==> config.mk <==
export PLATFORM = sky130hd
export DESIGN_NAME = bbx_ctrl
export DESIGN_NICKNAME = d
export VERILOG_FILES = /design/src/hw/rtl/bbx_pkg.sv /design/src/hw/rtl/bbx_ctrl.sv
export SDC_FILE = /design/constraint.sdc
export NUM_CORES = 1
export LEC_CHECK = 0
export BUFFER_PORTS_ARGS = -buffer_cell sky130_fd_sc_hd__buf_2
export CELL_PAD_IN_SITES_DETAIL_PLACEMENT = 1
export CELL_PAD_IN_SITES_GLOBAL_PLACEMENT = 1
export CORE_AREA = 2 2 39 41
export CTS_BUF_LIST = sky130_fd_sc_hd__clkbuf_8
export CTS_CLUSTER_DIAMETER = 50
export DETAILED_ROUTE_END_ITERATION = 6
export DIE_AREA = 0 0 41 43
export PLACE_DENSITY_LB_ADDON = 0.1
export SYNTH_ARGS = -nofsm -noshare
export SYNTH_HDL_FRONTEND = slang
export SYNTH_SLANG_ARGS = --single-unit
==> constraint.sdc <==
create_clock -name clk -period 1.99 [get_ports clk]
set_input_delay 0.199 -clock clk [delete_from_list [all_inputs] [get_ports clk]]
set_output_delay 0.199 -clock clk [all_outputs]
set_load 0.1 [all_outputs]
==> src/hw/rtl/bbx_pkg.sv <==
// Package for the 3x3 edge-aware box blur: sizes, state and phase types,
// controller/datapath command and status structs, reciprocal table.
// No dependencies.
`default_nettype none
package bbx_pkg;

	localparam int WIDTH_MAX  = 1024;
	localparam int HEIGHT_MAX = 4096;
	localparam int COL_W      = $clog2(WIDTH_MAX);
	localparam int ROW_W      = $clog2(HEIGHT_MAX);
	localparam int CFG_COLS_W = 11;
	localparam int CFG_ROWS_W = 13;
	localparam int ACC_W      = 12;   // 9 * 255 + 4 fits
	localparam int RECIP_W    = 17;   // 2^16 / n, n = 1 needs 17 bits
	localparam int RECIP_SH   = 16;
	localparam int PROD_W     = ACC_W + RECIP_W;

	localparam logic [CFG_COLS_W-1:0] COLS_RESET = CFG_COLS_W'(640);
	localparam logic [CFG_ROWS_W-1:0] ROWS_RESET = CFG_ROWS_W'(480);

	// register indexes (word address bit 2)
	localparam logic REG_COLS = 1'b0;
	localparam logic REG_ROWS = 1'b1;

	typedef enum logic [2:0] {
		S_IDLE,
		S_DECIDE,
		S_SETUP,
		S_READ,
		S_ACC,
		S_MUL,
		S_OUT
	} state_t;

	typedef enum logic {
		PH_LOAD,
		PH_DRAIN
	} phase_t;

	typedef struct packed {
		logic capture;   // latch accepted input transaction
		logic decide;    // store pixel, plan results, step counters
		logic setup;     // prepare window walk for one result
		logic job_sel;   // which planned result
		logic acc;       // add one window column
		logic mul;       // scale sums by reciprocal
	} dp_cmd_t;

	typedef struct packed {
		logic [1:0] njobs;
		logic       walk_done;
	} dp_stat_t;

	// ceil(2^16 / n) for the window sizes that occur; exact for sums < 2^15
	function automatic logic [RECIP_W-1:0] recip_of(input logic [3:0] n);
		logic [RECIP_W-1:0] r;
		case (n)
			4'd1:    r = RECIP_W'(65536);
			4'd2:    r = RECIP_W'(32768);
			4'd3:    r = RECIP_W'(21846);
			4'd4:    r = RECIP_W'(16384);
			4'd6:    r = RECIP_W'(10923);
			4'd9:    r = RECIP_W'(7282);
			default: r = RECIP_W'(65536);
		endcase
		return r;
	endfunction

endpackage
`default_nettype wire

==> src/hw/rtl/bbx_ctrl.sv <==
// Controller of the box blur: sequences decide, window walk, scaling and
// output handshake for each input transaction. Depends on bbx_pkg.
`default_nettype none
module bbx_ctrl (
	input  wire logic              clk,
	input  wire logic              arst_n,
	input  wire logic              in_valid,
	output logic                   in_stall,
	output logic                   out_valid,
	input  wire logic              out_stall,
	output bbx_pkg::dp_cmd_t       cmd,
	input  wire bbx_pkg::dp_stat_t stat
);
	import bbx_pkg::*;

	state_t state_q, state_d;
	logic   job_q, job_d;

	// state register
	always_ff @(posedge clk or negedge arst_n) begin
		if (!arst_n) begin
			state_q <= S_IDLE;
			job_q   <= 1'b0;
		end else begin
			state_q <= state_d;
			job_q   <= job_d;
		end
	end

	// next state and commands
	always_comb begin
		state_d     = state_q;
		job_d       = job_q;
		cmd         = '0;
		cmd.job_sel = job_q;
		in_stall    = 1'b1;
		out_valid   = 1'b0;
		case (state_q)
			S_IDLE: begin
				in_stall = 1'b0;
				if (in_valid) begin
					cmd.capture = 1'b1;
					state_d     = S_DECIDE;
				end
			end
			S_DECIDE: begin
				cmd.decide = 1'b1;
				state_d    = S_SETUP;
			end
			S_SETUP: begin
				if (stat.njobs == 2'd0) begin
					state_d = S_IDLE;
				end else begin
					cmd.setup = 1'b1;
					state_d   = S_READ;
				end
			end
			S_READ: begin
				state_d = S_ACC;
			end
			S_ACC: begin
				cmd.acc = 1'b1;
				state_d = stat.walk_done ? S_MUL : S_READ;
			end
			S_MUL: begin
				cmd.mul = 1'b1;
				state_d = S_OUT;
			end
			S_OUT: begin
				out_valid = 1'b1;
				if (!out_stall) begin
					if (!job_q && stat.njobs == 2'd2) begin
						job_d   = 1'b1;
						state_d = S_SETUP;
					end else begin
						job_d   = 1'b0;
						state_d = S_IDLE;
					end
				end
			end
			default: begin
				state_d = S_IDLE;
				job_d   = 1'b0;
			end
		endcase
	end

	// an accepted transaction blocks the input until it is done
	a_accept_blocks: assert property (@(posedge clk) disable iff (!arst_n)
		in_valid && !in_stall |=> in_stall)
		else $error("input taken twice in a row");

	// a pending result always holds off new input
	a_out_blocks_in: assert property (@(posedge clk) disable iff (!arst_n)
		out_valid |-> in_stall)
		else $error("input open while result pending");

	// second result exists only when two were planned
	a_job_two: assert property (@(posedge clk) disable iff (!arst_n)
		job_q |-> stat.njobs == 2'd2)
		else $error("second result without plan");

	// after the second result the block goes idle
	a_second_ends: assert property (@(posedge clk) disable iff (!arst_n)
		state_q == S_OUT && !out_stall && job_q |=> state_q == S_IDLE)
		else $error("no return to idle after second result");

endmodule
`default_nettype wire
== Word level (Yosys, flattened, before mapping) ==
Cells that the tools add are included.
W data, S select, Z words.

* Register bits: 4
* Bits of input ports: 7
* Output and inout bits: 8
* Logic and storage cells: 37

* Equal/unequal tests: 9
* Mux-type cells: 18
* Bitwise operators: 1
* Reduce and logical (&&, ||, !) cells: 7

{| class="wikitable"
|+ Operators by type and width
! operator !! count
|-
| $pmux W3 S7 || 1
|-
| $mux W1 || 11
|-
| $eq A3 B3 Y1 const B || 3
|-
| $mux W3 || 3
|-
| $eq A3 B2 Y1 const B || 2
|-
| $reduce_or A6 Y1 || 1
|-
| $mux W2 || 2
|-
| $ne A2 B2 Y1 const B || 2
|-
| $reduce_and A2 Y1 || 2
|-
| $eq A3 B1 Y1 const B || 1
|-
| $logic_not A3 Y1 || 1
|-
| $eq A2 B2 Y1 const B || 1
|-
| $logic_not A2 Y1 || 1
|-
| $pmux W1 S2 || 1
|-
| $logic_and A1 B1 Y1 || 1
|-
| $logic_not A1 Y1 || 1
|-
| $not A1 Y1 || 1
|}

== Longest topological paths before layout ==
Gate-level depths: netlist of run 1.

* Word-level depth: 5
* Mapped depth: 4
* Depth with buffers taken out: 3

== Worst setup path after synthesis of run 1 ==
OpenSTA, ideal clock, no wires.

* Kind: register to output
* Start: register state_q[2]
* End: output port cmd[1] (netlist name)
* Arrival time: 2.814 ns
* Data required time: 1.791 ns
* Slack: -1.023 ns
* Stages on the path, launching flop included: 3
* Buffers on the path: 1
* Path through: dfrtp_1 > buf_2 > nor3b_1

{| class="wikitable"
|+ RTL lines
! element !! RTL line !! RTL
|-
| start: declaration || bbx_ctrl.sv:16 || <nowiki>state_t state_q, state_d;</nowiki>
|-
| start signal: assignment || bbx_ctrl.sv:25 || <nowiki>state_q <= state_d;</nowiki>
|-
| end: declaration || bbx_ctrl.sv:11 || <nowiki>output bbx_pkg::dp_cmd_t cmd,</nowiki>
|}

==> impl_metrics.tcl, run 1 <==
set metrics [dict create \
    status "finished, final reports clean" \
    design.core.area_um2 1380 \
    synth_area_leaders "dfrtp_1 (33%), o21ai_0 (6.5%), nor2_1 (4.9%)" \
    synth_compound_area_frac 0.237 \
    worstPathMaxFanout 10 \
    tightest_slew_ns 0.488 \
    synth_fa_ha_area_frac 0 \
    syn_avg_cell_area_um2 9.02 \
    crit_arrival_ns 1.65 \
    antenna_found_initial 0 \
    rows 14 \
    cts_root_buffer "clkbuf_8" \
    fmaxAchievable_mhz 541 \
    synth.area.mux_share 0 \
    layout_commonest_cell "buf_2" \
    clock_latency_ns 0.22 \
    yosys_warnings 0 \
    layout.nets 60 \
    post_drt_via_cell_ratio 4.88 \
    grt_use_total 0.120 \
    worstSetupStartpointType "flip-flop" \
    clk_path_buf_depth 2 \
    numCtsBuffers 3 \
    rr_worst_depth 3 \
    post-place-ws_ns 0.256 \
    cts.clk_slew.worst_paths_ns 0.03 \
    ys_seq_area_frac 0.327 \
    rsz0062_at_grt "false" \
    port_buffers 14 \
    synth_top_family_by_area "simple AND/OR/NAND/NOR gates" \
    r2r_slack_ns 0.73 \
    hold_class "in2reg" \
    grt_remaining_overflow 0 \
    drcViolationCount 0 \
    yosys.area_share.simple 0.306 \
    wl_um 875 \
    synth_xor_area_frac 0.0286 \
    synth_top_area_frac 0.327 \
    holdCritStartpoint "in_valid" \
    maxCapViolations 0 \
    end_kind "output port" \
    report.final.slew_viol_count 0 \
    layout_common_cells "buf_2 (13), o21ai_0 (4), dfrtp_1 (4)" \
    clock_sinks 4 \
    antenna_cells 0 \
    start_util 0.222 \
    syn_inst 34 \
    period_minus_slack_ns 1.85 \
    vias 327 \
    hold_viol 0 \
    drt_first_pass_iters 1 \
    die_x_um 41 \
    dp_hpwl_um 695 \
    crit_start "state_q[1]" \
    die_h_um 43 \
    setup_viol 0 \
    reg2reg_to "state_q[0]" \
    htree_levels 1 \
    cts_setup_buffers 0 \
    ys_types 22 \
    relSlewSlack 0.677 \
    syn_nets 41 \
    ys_seq_elements 4 \
    grt_pass1_vias 344 \
    min_path_cells 3 \
    io_pins 15 \
    wl_per_cell_um 13.1 \
    worst_slack_ns 0.141 \
    design.die.area_um2 1760 \
    critical_path.cell_chain "or3_4 -> nor2_4 -> buf_2" \
    syn_area_um2 307 \
    slowest_delay_ns 0.50 \
    layout-drive-gt1-share 0.549 \
    cts_tree "built" \
    synthToLayoutAreaGrowth_pct 50.6 \
    grt_pass1_wl_um 1430 \
    finClkSkew_ns 0.000682 \
    slowest_stage "dfrtp_1" \
    hold_slack_ns 0.306 \
    worstHoldEndpoint "state_q[0]" \
    final_antenna_net_count 0 \
    synth_top_area_cell "dfrtp_1" \
    crit_type "reg2out" \
    r2r_start "state_q[1]" \
    worstPathRequired_ns 1.79 \
    drtIter0Drc 0 \
    grt_max_degree 15 \
    period_share 0.929 \
    gp_congestion 0.723 \
]
[kinds of logic after synthesis]
kind of cell | Yosys count
buffers and inverters | 5
AND/OR/NAND/NOR | 14
flip-flops | 4
AO/OA/AOI/OAI | 10
XOR/XNOR | 1
[critical path: cells and delay by family (launching register included)]
family / cells / cell delay (ns)
buf+inv: 1 / 0.42
flops: 1 / 0.50
simple gates: 2 / 0.51
[registers in the layout (all words and copies together), names as in the netlist]
register,flops
job_q,1
state_q,3
[routing by layer]
| metal | GRT usage | vias up | routed length [µm] |
|---|---|---|---|
| met4 | 0.0600 | 0 | 19 |
| met3 | 0.0157 | 2 | 37 |
| met5 | 0 | - | 0 |
| met1 | 0.149 | 159 | 386 |
| met2 | 0.191 | 10 | 432 |
| li1 | - | 156 | - |
[worst max-delay path by stage]
stage,end,depth (start not counted)
global placement,cmd[3],4
finish,cmd[5],3
floorplan,cmd[1],2
global route,cmd[3],4
detailed placement,cmd[3],4
CTS,cmd[3],4
[cell usage after synthesis]
library cell and count:
a21oi_1 1, a22o_1 1, and2_2 1, and3b_2 1
buf_2 1, buf_4 1, buf_6 1, dfrtp_1 4
inv_1 2, nand2_1 1, nand3_1 1, nand4_1 1
nor2_1 4, nor2b_1 1, nor2b_4 1, nor3b_1 2
o211ai_1 2, o21ai_0 4, o2bb2ai_2 1, o32ai_1 1
or3_4 1, xor2_1 1
[repair_timing]
action	in CTS	in global routing
hold buffers	1	0
endpoints found under the setup margin	0	1
gates resized for setup	0	1
hold endpoints to repair	4	0
[metrics by stage]
step / util / TNS (ns) / cells / area, µm²
after global placement: 0.295 / 0 / 63 / 408
after floorplan: - / -0.0483 / 34 / 327
after CTS: 0.332 / 0 / 67 / 459
final: 0.334 / 0 / 67 / 462
after global routing: 0.334 / 0 / 67 / 462
after detailed placement: 0.295 / 0 / 63 / 408
[final cells by class]
cell class | instances | area, µm²
tap | 16 | 20.0
multi-input combinational | 25 | 195
inverter | 2 | 7.51
clock buffer | 3 | 41.3
sequential | 4 | 100
timing repair buffer | 17 | 97.6
fill | 172 | 922
Power of run 1 is left out: the tool's default activity adds up to more than one toggle a clock period on the data nets, which glitch-free logic cannot reach.
==> run 2: changes to the inputs <==
--- a/config.mk
+++ b/config.mk
@@ -14,6 +14,7 @@
 export DETAILED_ROUTE_END_ITERATION = 6
 export DIE_AREA = 0 0 41 43
 export PLACE_DENSITY_LB_ADDON = 0.1
+export SKIP_CTS_REPAIR_TIMING = 1
 export SYNTH_ARGS = -nofsm -noshare
 export SYNTH_HDL_FRONTEND = slang
 export SYNTH_SLANG_ARGS = --single-unit
==> constraint.sdc (replaced) <==
create_clock -name clk -period 1.99 [get_ports clk]
set_input_delay 0.0995 -clock clk [delete_from_list [all_inputs] [get_ports clk]]
set_output_delay 0.0995 -clock clk [all_outputs]
set_load 0.1 [all_outputs]
==> impl_metrics.tcl, run 2 (synthesis results as in run 1) <==
set metrics [dict create \
    status "finished, final reports clean" \
    instances_no_fill 66 \
    wl_per_cell_um 11.9 \
    drt_first_pass_iters 3 \
    clock_latency_ns 0.21 \
    setup_viol 0 \
    numCtsBuffers 3 \
    grt_pass1_vias 331 \
    period_minus_slack_ns 1.76 \
    relSlewSlack 0.677 \
    final_antenna_net_count 0 \
    worstSetupStartpointType "flip-flop" \
    wl_um 788 \
    cp_num_buf_inv 1 \
    synthToLayoutAreaGrowth_pct 46.5 \
    die_h_um 43 \
    post_drt_via_cell_ratio 4.68 \
    placement.cell_area_um2 395 \
    finClkSkew_ns 0.000896 \
    rows 14 \
    antenna_found_initial 0 \
    layout_common_cells "buf_2 (13), o21ai_0 (4), dfrtp_1 (4)" \
    top_regs "state_q: 3 flops, job_q: 1 flops" \
    fmaxAchievable_mhz 569 \
    cts.clk_slew.worst_paths_ns 0.03 \
    antenna_cells 0 \
    slowest_delay_ns 0.56 \
    crit_type "reg2out" \
    tightest_slew_ns 0.487 \
    worstPathMaxFanout 10 \
    dpl.cell_count 62 \
    grt_max_degree 11 \
    cpLargestDelayFamily "flip-flops" \
    gp_congestion 0.773 \
    rsz0062_at_grt "false" \
    hold_class "in2reg" \
    cts_tree "built" \
    port_buffers 14 \
    start_util 0.222 \
    hold_viol 0 \
    tns_ns 0 \
    die_x_um 41 \
    cts_root_buffer "clkbuf_8" \
    report.final.slew_viol_count 0 \
    design.die.area_um2 1760 \
    drcViolationCount 0 \
    largest_register_ffs 3 \
    layout-drive-gt1-share 0.540 \
    regMostFlops "state_q" \
    finish.utilization 0.325 \
    slowest_stage "dfrtp_1" \
    maxCapViolations 0 \
    drtIter0Drc 1 \
    period_share 0.883 \
    grt_use_total 0.124 \
    vias 309 \
    design.core.area_um2 1380 \
    clock_sinks 4 \
    worstPathRequired_ns 1.89 \
    critical_path.cell_chain "nor2b_4 -> o21ai_0 -> nor2_2 -> clkbuf_4" \
    grt_remaining_overflow 0 \
    crit_arrival_ns 1.66 \
    layout.nets 59 \
    io_pins 15 \
    grt_pass1_wl_um 1400 \
    end_kind "output port" \
    layout_commonest_cell "buf_2" \
    htree_levels 1 \
    fin_area_um2 449 \
    clk_path_buf_depth 2 \
]
-- run 2: cell types whose count changed in the layout (fill, tap and decap cells not counted) --
cell,delta
nor2_2,+1
buf_4,-1
nor2_4,-1
-- run 2: layout make-up --
cell class                      count  area [µm²]
Clock buffer                        3        41.3
Fill cell                         164         935
Inverter                            2        7.51
Sequential cell                     4         100
Tap cell                           16        20.0
Timing Repair Buffer               16        90.1
Multi-Input combinational cell     25         190
-- run 2: tightest hold or removal path, delay by kind of cell --
| family | cells | cell delay [ns] |
|---|---|---|
| compound gates | 2 | 0.18 |
| buf+inv | 1 | 0.10 |
-- run 2: path summary, 6_finish.rpt --
kind	start	end	slack (ns)	cells after the start
hold / removal	stat[2]	state_q[1]	0.20	3
min in group asynchronous	arst_n	state_q[1]	0.22	2
hold reg to reg	job_q	job_q	0.53	1
setup / recovery	state_q[1]	cmd[3]	0.23	4
setup reg to reg	state_q[1]	state_q[0]	0.70	3
max in group asynchronous	arst_n	state_q[0]	1.65	2
-- run 2: through the flow --
stage | setup slack, ns | hold WS (ns)
3_5_place_dp | 0.344 | -0.0928
5_1_grt | 0.0900 | 0.221
2_1_floorplan | 0.0240 | -0.196
3_3_place_gp | 0.431 | -0.0929
6_report | 0.233 | 0.204
4_1_cts | 0.113 | -0.320
-- run 2: routing by layer --
metal	routed length, µm	part of all wire	track usage
met3	33	0.042	0.0314
met2	398	0.51	0.172
met4	17	0.022	0.120
met1	339	0.43	0.142
met5	0	0	0
Power of run 2 is left out for the same reason.
